`config.mk`:
```
export PLATFORM = sky130hd
export DESIGN_NAME = uart_framed_register_slave_core_flat
export DESIGN_NICKNAME = d
export VERILOG_FILES = /design/src/rtl/ufrs_pkg.sv /design/src/rtl/ufrs_if.sv /design/src/rtl/uart_framed_register_slave_core.sv /design/src/flat_wrapper.sv
export SDC_FILE = /design/constraint.sdc
export NUM_CORES = 1
export LEC_CHECK = 0
export BUFFER_PORTS_ARGS = -buffer_cell sky130_fd_sc_hd__buf_2
export CAP_MARGIN = 40
export CELL_PAD_IN_SITES_DETAIL_PLACEMENT = 0
export CELL_PAD_IN_SITES_GLOBAL_PLACEMENT = 1
export CORE_UTILIZATION = 40
export CTS_CLUSTER_DIAMETER = 100
export DETAILED_ROUTE_END_ITERATION = 10
export PLACE_DENSITY = 0.73
export SLEW_MARGIN = 15
export SYNTH_ARGS = -nofsm -noshare
export SYNTH_HDL_FRONTEND = slang
export SYNTH_SLANG_ARGS = --single-unit
```
`constraint.sdc`:
```
create_clock -name clk -period 5.87 [get_ports clk]
set_input_delay 0.2935 -clock clk [delete_from_list [all_inputs] [get_ports clk]]
set_output_delay 0.2935 -clock clk [all_outputs]
set_load 0.05 [all_outputs]
```
`src/rtl/ufrs_pkg.sv`:
```
// Shared types, codes and register-map constants of the UART framed register slave.
package ufrs_pkg;

	localparam int NUM_WORDS = 15;
	localparam int SLOT_W    = $clog2(NUM_WORDS);

	typedef logic [7:0]        byte_t;
	typedef logic [15:0]       word_t;
	typedef logic [SLOT_W-1:0] slot_t;
	typedef logic [6:0]        regaddr_t;

	typedef word_t [0:NUM_WORDS-1] rfile_t;
	typedef byte_t [0:NUM_WORDS-1] amap_t;

	// Address lookup result
	typedef struct packed {
		logic  hit;
		slot_t slot;
	} lookup_t;

	// Input action codes
	localparam logic ACT_UART   = 1'b0;
	localparam logic ACT_DIRECT = 1'b1;

	// Result kind codes
	localparam logic KIND_UART   = 1'b0;
	localparam logic KIND_DIRECT = 1'b1;

	// Direct write status codes
	localparam logic ST_OK      = 1'b0;
	localparam logic ST_UNKNOWN = 1'b1;

	// Framing constants
	localparam byte_t    SOF_BYTE        = 8'hFE;
	localparam word_t    SOFT_RESET_WORD = 16'h789A;
	localparam regaddr_t ADDR_RESET      = 7'h00;
	localparam regaddr_t ADDR_SYSSTATUS  = 7'h01;
	localparam regaddr_t ADDR_APENERGY   = 7'h40;
	localparam slot_t    SLOT_LASTDATA   = 4'd3;

	// Register map: bus address of each slot
	localparam amap_t WORD_ADDR = '{
		8'h01, 8'h02, 8'h03, 8'h06, 8'h20, 8'h2B, 8'h30, 8'h40,
		8'h48, 8'h49, 8'h4A, 8'h4B, 8'h4C, 8'h4D, 8'h68
	};

	// Register map: reset value of each slot
	localparam rfile_t WORD_RESET = '{
		16'h0000, 16'h000C, 16'h1D6A, 16'h0000, 16'h6886, 16'h9422, 16'h6886, 16'h0000,
		16'h0000, 16'h0000, 16'h0000, 16'h0000, 16'd5000, 16'h0000, 16'h0000
	};

	// Map a bus address onto a register slot
	function automatic lookup_t find_slot(input byte_t a);
		lookup_t r;
		r = '0;
		for (int i = 0; i < NUM_WORDS; i++) begin
			if (WORD_ADDR[i] == a) begin
				r.hit  = 1'b1;
				r.slot = slot_t'(i);
			end
		end
		return r;
	endfunction

endpackage

```
`src/rtl/ufrs_if.sv`:
```
// Valid/ready channel interfaces for requests and results of the register slave.
interface ufrs_item_if;
	logic             valid;
	logic             ready;
	logic             action;
	ufrs_pkg::byte_t  rx_byte;
	ufrs_pkg::byte_t  reg_addr;
	ufrs_pkg::word_t  reg_value;

	modport source (output valid, output action, output rx_byte, output reg_addr,
		output reg_value, input ready);
	modport sink (input valid, input action, input rx_byte, input reg_addr,
		input reg_value, output ready);
endinterface

interface ufrs_result_if;
	logic             valid;
	logic             ready;
	logic             kind;
	ufrs_pkg::byte_t  tx_byte;
	logic             last;
	logic             set_status;

	modport source (output valid, output kind, output tx_byte, output last,
		output set_status, input ready);
	modport sink (input valid, input kind, input tx_byte, input last,
		input set_status, output ready);
endinterface

```
`src/rtl/uart_framed_register_slave_core.sv`:
```
// Top level of the UART framed register slave: frame parser, register file and result buffer.
//
// Each request is either one host UART byte or one direct register write, and is
// handled in the cycle it is accepted: the parser state and the 15-word register file
// update at that edge, and the results it causes are loaded into a three-entry result
// buffer. A frame that ends in a good read yields three bytes (MSB, LSB, their sum),
// a good write yields one ack byte, a direct write yields one status result, and all
// other bytes yield none. The buffer drains one result per cycle while the result channel
// is ready; a new request is taken whenever the buffer is empty or its final entry is
// being taken, so requests run at one per cycle while it is ready, except after a read,
// which holds requests until its first two bytes are taken. respond_enable is written
// through cfg_we/cfg_wdata; the user must write it only while the block is idle (the block
// does not enforce this); when low, complete frames have no effect but direct writes apply.
module uart_framed_register_slave_core (
	input  logic                 clk,
	input  logic                 arst_n,
	ufrs_item_if.sink            item,
	ufrs_result_if.source        result,
	input  logic                 cfg_we,
	input  logic                 cfg_wdata
);

	typedef enum logic [2:0] {
		PH_IDLE = 3'd0,
		PH_ADDR = 3'd1,
		PH_MSB  = 3'd2,
		PH_LSB  = 3'd3,
		PH_CHK  = 3'd4
	} phase_t;

	phase_t                     phase_q, phase_d;
	ufrs_pkg::byte_t            addr_q, addr_d;
	ufrs_pkg::byte_t            hi_q, hi_d;
	ufrs_pkg::byte_t            lo_q, lo_d;
	ufrs_pkg::rfile_t           rf_q, rf_d;
	logic                       resp_en_q;

	logic [1:0]                 cnt_q, cnt_d;
	ufrs_pkg::byte_t [0:2]      res_q, res_d;
	logic                       kind_q, kind_d;
	logic                       st_q, st_d;

	ufrs_pkg::lookup_t          lk_frame;
	ufrs_pkg::lookup_t          lk_direct;
	ufrs_pkg::word_t            rd_val;
	ufrs_pkg::word_t            wr_val;
	ufrs_pkg::byte_t            wr_sum;
	ufrs_pkg::regaddr_t         frame_reg;
	logic                       accept;
	logic                       drain;

	// Take a request when the result buffer is empty or about to be
	assign item.ready = (cnt_q == 2'd0) || ((cnt_q == 2'd1) && result.ready);
	assign accept     = item.valid && item.ready;
	assign drain      = result.valid && result.ready;

	assign result.valid      = (cnt_q != 2'd0);
	assign result.tx_byte    = res_q[0];
	assign result.kind       = kind_q;
	assign result.set_status = st_q;
	assign result.last       = (cnt_q == 2'd1);

	// Decode the request against the current parser and register state
	always_comb begin
		frame_reg = addr_q[6:0];
		lk_frame  = ufrs_pkg::find_slot({1'b0, frame_reg});
		lk_direct = ufrs_pkg::find_slot(item.reg_addr);
		rd_val    = lk_frame.hit ? rf_q[lk_frame.slot] : '0;
		wr_val    = {hi_q, lo_q};
		wr_sum    = addr_q + hi_q + lo_q;

		phase_d = phase_q;
		addr_d  = addr_q;
		hi_d    = hi_q;
		lo_d    = lo_q;
		rf_d    = rf_q;
		cnt_d   = 2'd0;
		res_d   = '0;
		kind_d  = ufrs_pkg::KIND_UART;
		st_d    = ufrs_pkg::ST_OK;

		if (item.action == ufrs_pkg::ACT_DIRECT) begin
			cnt_d  = 2'd1;
			kind_d = ufrs_pkg::KIND_DIRECT;
			if (item.reg_addr == {1'b0, ufrs_pkg::ADDR_RESET} &&
			    item.reg_value == ufrs_pkg::SOFT_RESET_WORD) begin
				rf_d    = ufrs_pkg::WORD_RESET;
				phase_d = PH_IDLE;
				addr_d  = '0;
				hi_d    = '0;
				lo_d    = '0;
			end else if (lk_direct.hit) begin
				rf_d[lk_direct.slot] = item.reg_value;
			end else begin
				st_d = ufrs_pkg::ST_UNKNOWN;
			end
		end else begin
			case (phase_q)
				PH_ADDR: begin
					addr_d  = item.rx_byte;
					phase_d = item.rx_byte[7] ? PH_CHK : PH_MSB;
				end
				PH_MSB: begin
					hi_d    = item.rx_byte;
					phase_d = PH_LSB;
				end
				PH_LSB: begin
					lo_d    = item.rx_byte;
					phase_d = PH_CHK;
				end
				PH_CHK: begin
					phase_d = PH_IDLE;
					if (addr_q[7]) begin
						// Read: answer the word, then clear status and energy
						if (item.rx_byte == addr_q && resp_en_q) begin
							rf_d[ufrs_pkg::SLOT_LASTDATA] = rd_val;
							if (lk_frame.hit && (frame_reg == ufrs_pkg::ADDR_SYSSTATUS ||
							    frame_reg == ufrs_pkg::ADDR_APENERGY)) begin
								rf_d[lk_frame.slot] = '0;
							end
							cnt_d    = 2'd3;
							res_d[0] = rd_val[15:8];
							res_d[1] = rd_val[7:0];
							res_d[2] = rd_val[15:8] + rd_val[7:0];
						end
					end else begin
						// Write: store, or soft reset, then ack
						if (item.rx_byte == wr_sum && resp_en_q) begin
							rf_d[ufrs_pkg::SLOT_LASTDATA] = wr_val;
							if (frame_reg == ufrs_pkg::ADDR_RESET &&
							    wr_val == ufrs_pkg::SOFT_RESET_WORD) begin
								rf_d   = ufrs_pkg::WORD_RESET;
								addr_d = '0;
								hi_d   = '0;
								lo_d   = '0;
							end else if (lk_frame.hit) begin
								rf_d[lk_frame.slot] = wr_val;
							end
							cnt_d    = 2'd1;
							res_d[0] = wr_sum;
						end
					end
				end
				default: begin
					phase_d = (item.rx_byte == ufrs_pkg::SOF_BYTE) ? PH_ADDR : PH_IDLE;
				end
			endcase
		end
	end

	// Hold parser state, register file, configuration and the result buffer
	always_ff @(posedge clk or negedge arst_n) begin
		if (!arst_n) begin
			phase_q   <= PH_IDLE;
			addr_q    <= '0;
			hi_q      <= '0;
			lo_q      <= '0;
			rf_q      <= ufrs_pkg::WORD_RESET;
			resp_en_q <= 1'b1;
			cnt_q     <= 2'd0;
			res_q     <= '0;
			kind_q    <= ufrs_pkg::KIND_UART;
			st_q      <= ufrs_pkg::ST_OK;
		end else begin
			if (cfg_we) begin
				resp_en_q <= cfg_wdata;
			end
			if (accept) begin
				phase_q <= phase_d;
				addr_q  <= addr_d;
				hi_q    <= hi_d;
				lo_q    <= lo_d;
				rf_q    <= rf_d;
				cnt_q   <= cnt_d;
				res_q   <= res_d;
				kind_q  <= kind_d;
				st_q    <= st_d;
			end else if (drain) begin
				// Advance the buffer by one entry
				cnt_q    <= cnt_q - 2'd1;
				res_q[0] <= res_q[1];
				res_q[1] <= res_q[2];
				res_q[2] <= '0;
			end
		end
	end

endmodule

```
`src/flat_wrapper.sv`:
```
// flat-port wrapper written by rule: the top's interface ports become plain ports
module uart_framed_register_slave_core_flat 
  (clk, arst_n, cfg_we, cfg_wdata, item_valid, item_action, item_rx_byte, item_reg_addr, item_reg_value, item_ready, result_valid, result_kind, result_tx_byte, result_last, result_set_status, result_ready);
  ufrs_item_if item_i ();
  ufrs_result_if result_i ();
  input  logic clk;
  input  logic arst_n;
  input  logic cfg_we;
  input  logic cfg_wdata;
  input wire logic [$bits(item_i.valid)-1:0] item_valid;
  input wire logic [$bits(item_i.action)-1:0] item_action;
  input wire logic [$bits(item_i.rx_byte)-1:0] item_rx_byte;
  input wire logic [$bits(item_i.reg_addr)-1:0] item_reg_addr;
  input wire logic [$bits(item_i.reg_value)-1:0] item_reg_value;
  output wire logic [$bits(item_i.ready)-1:0] item_ready;
  output wire logic [$bits(result_i.valid)-1:0] result_valid;
  output wire logic [$bits(result_i.kind)-1:0] result_kind;
  output wire logic [$bits(result_i.tx_byte)-1:0] result_tx_byte;
  output wire logic [$bits(result_i.last)-1:0] result_last;
  output wire logic [$bits(result_i.set_status)-1:0] result_set_status;
  input wire logic [$bits(result_i.ready)-1:0] result_ready;
  assign item_i.valid = item_valid;
  assign item_i.action = item_action;
  assign item_i.rx_byte = item_rx_byte;
  assign item_i.reg_addr = item_reg_addr;
  assign item_i.reg_value = item_reg_value;
  assign item_ready = item_i.ready;
  assign result_valid = result_i.valid;
  assign result_kind = result_i.kind;
  assign result_tx_byte = result_i.tx_byte;
  assign result_last = result_i.last;
  assign result_set_status = result_i.set_status;
  assign result_i.ready = result_ready;
  uart_framed_register_slave_core u_core (.clk(clk), .arst_n(arst_n), .item(item_i), .result(result_i), .cfg_we(cfg_we), .cfg_wdata(cfg_wdata));
endmodule
```
==> metrics, run 1 <==
status finished, final reports clean; endpoints failing setup 0; diodes inserted 0; DRC violation count after routing 0; number of register bits inferred by synthesis 296; Slew @ Worst Pin 984 ps; delay of the slowest cell on the worst path 620 ps; final RePlAce weighted congestion 0.985; core outline area 44100 um2; most used flip-flop cell after synthesis sky130_fd_sc_hd__dfrtp_1; CTS sink cnt 296; Die Outline Area 45500 um2; CP arrival just under 6000 ps; combined area of all synthesized cells 17900 um2; EDFF count, synth 0; worst setup skew after layout between 30 and 40 ps; leakage component of the power 8.29 nW; number of global-route vias before repair 16900; final-report hold violation count 0; Global Route met2 Usage 49.7%; number of I/O port buffers 51; H-tree levels 2; number of nets in the synthesized netlist about 2200; cell total after placement 2675; busiest layer in global routing met1; final routed wirelength across all metal layers roughly 81000 um; DPL Wire Length 55300 um; kind of end point of the critical path flop; CTS root buf sky130_fd_sc_hd__clkbuf_16; clock tree from TritonCTS built; final core occ between 40% and 50%; detailed-route vias per instance 6.56; final worst slack 529 ps; worst slew slack as a fraction of its limit 33.8%; wire length of the first global-routing pass 119000 um; average cell area after synthesis 8.42 um2; filler cell count in the final layout 4375; effective utilization at floorplan roughly two fifths; Final min period 5340 ps; top achievable clock speed 0.187 GHz; Setup Total Neg Slack 0 ps; unrepaired setup endpoints after global routing no; Yosys cell types 84; number of standard cells in the layout, taps in and fillers out about 2700; count of pins on the block boundary 52; slowest stage cell, crit path sky130_fd_sc_hd__nand2b_1; worst setup slack after placement 612 ps; type of the worst setup path reg -> reg; launching element type of the critical path flop; number of instances in the synthesized netlist between 2000 and 2500; Detail Route Antenna Nets 0; met1 routing resource usage after global routing 50.2%; Die W 213 um; largest net degree at the start of global routing 153; violation count after the first detailed-route iteration about 2500; Syn. warnings 0; final-stage net count 2188; post_cts resized 0; cts bufs inserted 37; share of the clock period used by the worst path after layout 91.0%; Std-Cell Rows between 70 and 80; required time at the worst-slack endpoint 6340 ps; CTS Hold Buffers Added 3; count of buffers added by post-CTS timing repair for setup 0; min-delay worst type in -> reg; Max Root-Sink Buffers 3; aggregate global routing overflow 0; detailed-route via count approximately 18000; share of post-route cells with drive strength above 1 around 15%; clock network latency to the later pin of the worst-skew pair about 570 ps; growth of design area from synthesis to finish 13.2%; overall fraction of global-route tracks in use 36.2%; ys async rst share 100%; die height 213 um; clock input transition at the sequential cells of the worst setup and hold paths 60 ps; family with the most delay on the worst path compound AO/OA/AOI/OAI gates; met3 track demand over resource in global routing 12.3%; chain of cells forming the critical path fa_1 > ha_1 > fa_1 > a21o_1 > a21oi_1 > o21bai_1 > a21oi_1 > xnor3_1 > nand3_1 > a31o_2 > nor3b_1 > buf_4 > o221ai_1 > buf_4 > nand2b_1 > o31ai_1; detail-routed net length per standard cell 29.6 um; worst supply voltage drop on vdd 0.000300 V; portion of the post-synthesis area used by sequential elements 41.7%; Pwr per Cell Area 570 nW/um2; initial antenna violation count 2; Max-Cap Viols 0; TritonRoute pass-1 iters 6; number of max-slew violations in the final report 0; buffers and inverters on the worst path 2; biggest fanout along the worst timing path 18
## Yosys cell counts, types with 19 or more instances
cell	number	area, um2
sky130_fd_sc_hd__nand2_1	398	1490
sky130_fd_sc_hd__dfrtp_1	263	6580
sky130_fd_sc_hd__a21oi_1	229	1150
sky130_fd_sc_hd__o21ai_0	202	1010
sky130_fd_sc_hd__nor2_1	139	522
sky130_fd_sc_hd__clkbuf_1	123	462
sky130_fd_sc_hd__nand3_1	63	315
sky130_fd_sc_hd__mux2_2	35	394
sky130_fd_sc_hd__o221ai_1	35	307
sky130_fd_sc_hd__o211ai_1	34	255
sky130_fd_sc_hd__dfstp_2	33	867
sky130_fd_sc_hd__a22oi_1	30	225
sky130_fd_sc_hd__a31oi_1	30	188
sky130_fd_sc_hd__a32oi_1	30	263
sky130_fd_sc_hd__and2_1	30	188
sky130_fd_sc_hd__o31ai_1	27	203
sky130_fd_sc_hd__buf_2	23	115
sky130_fd_sc_hd__nor3_1	21	105
sky130_fd_sc_hd__buf_1	19	71.3
sky130_fd_sc_hd__o21a_1	19	143
## flip-flops by register name (all words and copies together), names as in the netlist
signal	cells
u_core.rf_q	240
u_core.res_q	16
u_core.addr_q	8
u_core.hi_q	8
u_core.lo_q	8
u_core.result.tx_byte	8
u_core.phase_q	3
u_core.cnt_q	2
u_core.resp_en_q	1
u_core.result.kind	1
u_core.result.set_status	1
## path summary, 6_finish.rpt
check / from / to / slack, ps / depth (start not counted)
worst max-delay path: u_core.hi_q[1] / u_core.rf_q[210] / 530 / 16
worst min-delay path: item_reg_value[15] / u_core.rf_q[159] / 90 / 3
worst max register to register: u_core.hi_q[1] / u_core.rf_q[210] / 530 / 16
worst min register to register: u_core.result.kind / u_core.result.kind / 470 / 2
max in group asynchronous: arst_n / u_core.phase_q[1] / 4100 / 3
min in group asynchronous: arst_n / u_core.rf_q[133] / 350 / 2
## cells in the final DEF, fill, tap and decap left out, types with 33 or more instances in the layout
master                      Yosys  routed
sky130_fd_sc_hd__a21oi_1      229     227
sky130_fd_sc_hd__buf_2         23      50
sky130_fd_sc_hd__buf_4         11      86
sky130_fd_sc_hd__clkbuf_16      0      39
sky130_fd_sc_hd__dfrtp_1      263     263
sky130_fd_sc_hd__dfstp_2       33      33
sky130_fd_sc_hd__mux2_2        35      35
sky130_fd_sc_hd__nand2_1      398     398
sky130_fd_sc_hd__nand3_1       63      63
sky130_fd_sc_hd__nor2_1       139     137
sky130_fd_sc_hd__o211ai_1      34      34
sky130_fd_sc_hd__o21ai_0      202     202
sky130_fd_sc_hd__o221ai_1      35      35
## worst min-delay path, delay by kind of cell
kind / cells / cell delay (ps)
and+or+nand+nor: 1 / 140
AOI/OAI and AO/OA: 1 / 90
buffers and inverters: 1 / 120
## where the power goes
group	internal, mW	leakage [nW]	total [mW]	switching [mW]
clock	1.44	0.603	2.40	0.961
sequential	2.81	3.84	3.41	0.596
combinational	1.99	3.85	5.73	3.74
total	6.24	8.29	11.5	5.30
## stage by stage
stage / power [mW] / area (um2) / hold WS, ps
detailed placement: 8.94 / 19000 / 403
global route: 12.0 / 20200 / 102
finish: 11.5 / 20200 / 87.7
CTS: 11.3 / 20200 / 61.8
global placement: 8.85 / 18800 / 404
floorplan: 6.72 / 17900 / -2.09
## per-layer routing
metal / routed length (um) / vias to the layer above
met3: 10600 / 197
li1: - / 7670
met2: 32800 / 1134
met1: 33800 / 9027
met4: 4230 / 2
met5: 41 / -
## area by class of cell
type / instances / area [um2] / area share [%]
multi-input cells: 1625 / 9650 / 47.7
flip-flops and latches: 296 / 7450 / 36.8
repair buffers: 149 / 1090 / 5.38
clock buffers: 56 / 1070 / 5.29
well taps: 592 / 741 / 3.66
clock inverters: 12 / 166 / 0.823
inverters: 17 / 63.8 / 0.316
## cells by family after synthesis
logic type	count (synthesis)	share of synthesized area [%]
mux	63	4.48
xor+xnor	33	1.77
buf+inv	199	4.79
compound gates	732	25.3
flops	296	41.7
simple gates	774	20.0
fa+ha+maj	23	1.95
No activity file was read; power rests on OpenSTA's default activity.
==> inputs of run 2 (changes only) <==
==> constraint.sdc (replaced) <==
create_clock -name clk -period 6.3 [get_ports clk]
set_input_delay 0.315 -clock clk [delete_from_list [all_inputs] [get_ports clk]]
set_output_delay 0.315 -clock clk [all_outputs]
set_load 0.05 [all_outputs]
==> run 2 against run 1 <==
  * Flip-flop and latch count unchanged
  * First-iteration DRC count increased by 3.2%
  * Via count shrank 0.45%
  * Sequential power down 6.5%
  * Worst hold slack lost 71 ps
  * Die area unchanged
  * Critical path type unchanged
  * Critical endpoint is now u_core.rf_q[87]
==> metrics, run 2 (synthesis results as in run 1) <==
initial antenna violation count 7; status finished, final reports clean; Die Outline Area 45500 um2; Pwr per Cell Area 530 nW/um2; Slew @ Worst Pin between 1000 and 1500 ps; endpoints failing setup 0; final-report hold violation count 0; number of max-slew violations in the final report 0; final routed wirelength across all metal layers 80200 um; DRC violation count after routing 0; share of the clock period used by the worst path after layout around 87%; final-stage net count 2190; detailed-route via count 17900; Sequential cell area between 7000 and 8000 um2; number of I/O port buffers 51; chain of cells forming the critical path fa_1 > ha_1 > fa_1 > a21o_1 > a21oi_1 > o21bai_1 > a21oi_1 > xnor3_1 > nand3_1 > a31o_2 > or3b_1 > or3_1 > buf_4 > nor4_2 > buf_4 > a32oi_1 > o221ai_1; Max-Cap Viols 0; final RePlAce weighted congestion 0.982; launching element type of the critical path flop; slowest stage cell, crit path sky130_fd_sc_hd__or3b_1; number of flip-flops under the largest register name 240; DPL Wire Length around 54000 um; Setup Total Neg Slack 0 ps; clock tree from TritonCTS built; min-delay worst type in -> reg; H-tree levels 2; buffers and inverters on the worst path 2; family with the most delay on the worst path compound AO/OA/AOI/OAI gates; Std-Cell Rows 77; kind of end point of the critical path flop; aggregate global routing overflow 0; CTS sink cnt 296; TritonRoute pass-1 iters 6; Final min period 5460 ps; clock network latency to the later pin of the worst-skew pair about 580 ps; Detail Route Antenna Nets 0; startpoint of the worst register-to-register path u_core.hi_q[1]; cts bufs inserted 39; largest reg by FF count u_core.rf_q; count of buffers added by post-CTS timing repair for setup 0; Total Power Consumption 10.8 mW; filler cell count in the final layout about 4400; unrepaired setup endpoints after global routing no; share of post-route cells with drive strength above 1 15.4%; area of combinational cells with multiple inputs 9640 um2; core outline area about 44000 um2; delay of the slowest cell on the worst path approximately 540 ps; biggest fanout along the worst timing path 32; CP startpoint u_core.hi_q[1]; wire length of the first global-routing pass 116000 um; worst setup skew after layout around 32 ps; detail-routed net length per standard cell approximately 29 um; overall fraction of global-route tracks in use 35.4%; effective utilization at floorplan slightly above 40%; count of pins on the block boundary 52; growth of design area from synthesis to finish 14.1%; violation count after the first detailed-route iteration 2627; worst slew slack as a fraction of its limit approximately 29%; most frequent standard cell in the layout excluding fill and tap cells sky130_fd_sc_hd__nand2_1; origin of the worst min-delay path cfg_we; leakage component of the power about 8.4 nW; CTS root buf sky130_fd_sc_hd__clkbuf_16; Max Root-Sink Buffers 3; CP arrival 5940 ps; required time at the worst-slack endpoint 6780 ps; worst supply voltage drop on vdd about 0.00023 V; top library cells by usage in the layout, fill and taps aside sky130_fd_sc_hd__nand2_1, sky130_fd_sc_hd__dfrtp_1, sky130_fd_sc_hd__a21oi_1; top achievable clock speed 0.183 GHz; number of global-route vias before repair about 17000; largest net degree at the start of global routing 177; detailed-route vias per instance 6.52; largest registers u_core.rf_q: 240 flops, u_core.res_q: 16 flops; Die W around 210 um; clock input transition at the sequential cells of the worst setup and hold paths 60 ps; final hold slack 16.3 ps; die height 213 um; type of the worst setup path reg -> reg
-- run 2: layout make-up --
type                       instances  area share [%]
tap                              592            3.64
clock buffer                      61            5.94
multi-input combinational       1625            47.3
timing repair buffer             149            5.51
inverter                          17           0.313
antenna                            1          0.0123
clock inverter                    10           0.700
sequential                       296            36.6
-- run 2: repair_timing --
action	CTS	global route
gates resized for setup	0	0
hold buffers	2	0
hold endpoints to repair	105	0
-- run 2: power breakdown --
group | internal [mW] | switching [mW]
Sequential | 2.62 | 0.575
Clock | 1.44 | 0.931
Combinational | 1.83 | 3.40
-- run 2: worst paths after layout --
| check | endpoint | slack (ps) | cells after the start |
|---|---|---|---|
| setup / recovery | u_core.rf_q[87] | 840 | 17 |
| hold / removal | u_core.resp_en_q | 20 | 2 |
| setup reg to reg | u_core.rf_q[87] | 840 | 17 |
| hold reg to reg | u_core.result.set_status | 470 | 2 |
| max in group asynchronous | u_core.phase_q[1] | 4250 | 3 |
| min in group asynchronous | u_core.rf_q[163] | 460 | 2 |
-- run 2: stage by stage --
stage	util (%)	std cells	worst slack (ps)	instance area [um2]
2_1_floorplan	-	2120	1690	17900
3_3_place_gp	42.6	2661	1020	18800
3_5_place_dp	43.0	2675	932	19000
4_1_cts	46.1	2748	902	20300
5_1_grt	46.2	2750	407	20400
6_report	46.2	2751	841	20400
-- run 2: per-layer routing --
metal / vias to the layer above / GRT usage, % / wire length, um
met5: - / 0 / 27
met1: 8873 / 49.2 / 33300
met2: 1191 / 48.8 / 32400
met3: 190 / 13.1 / 10900
met4: 4 / 15.1 / 3610
li1: 7691 / - / -
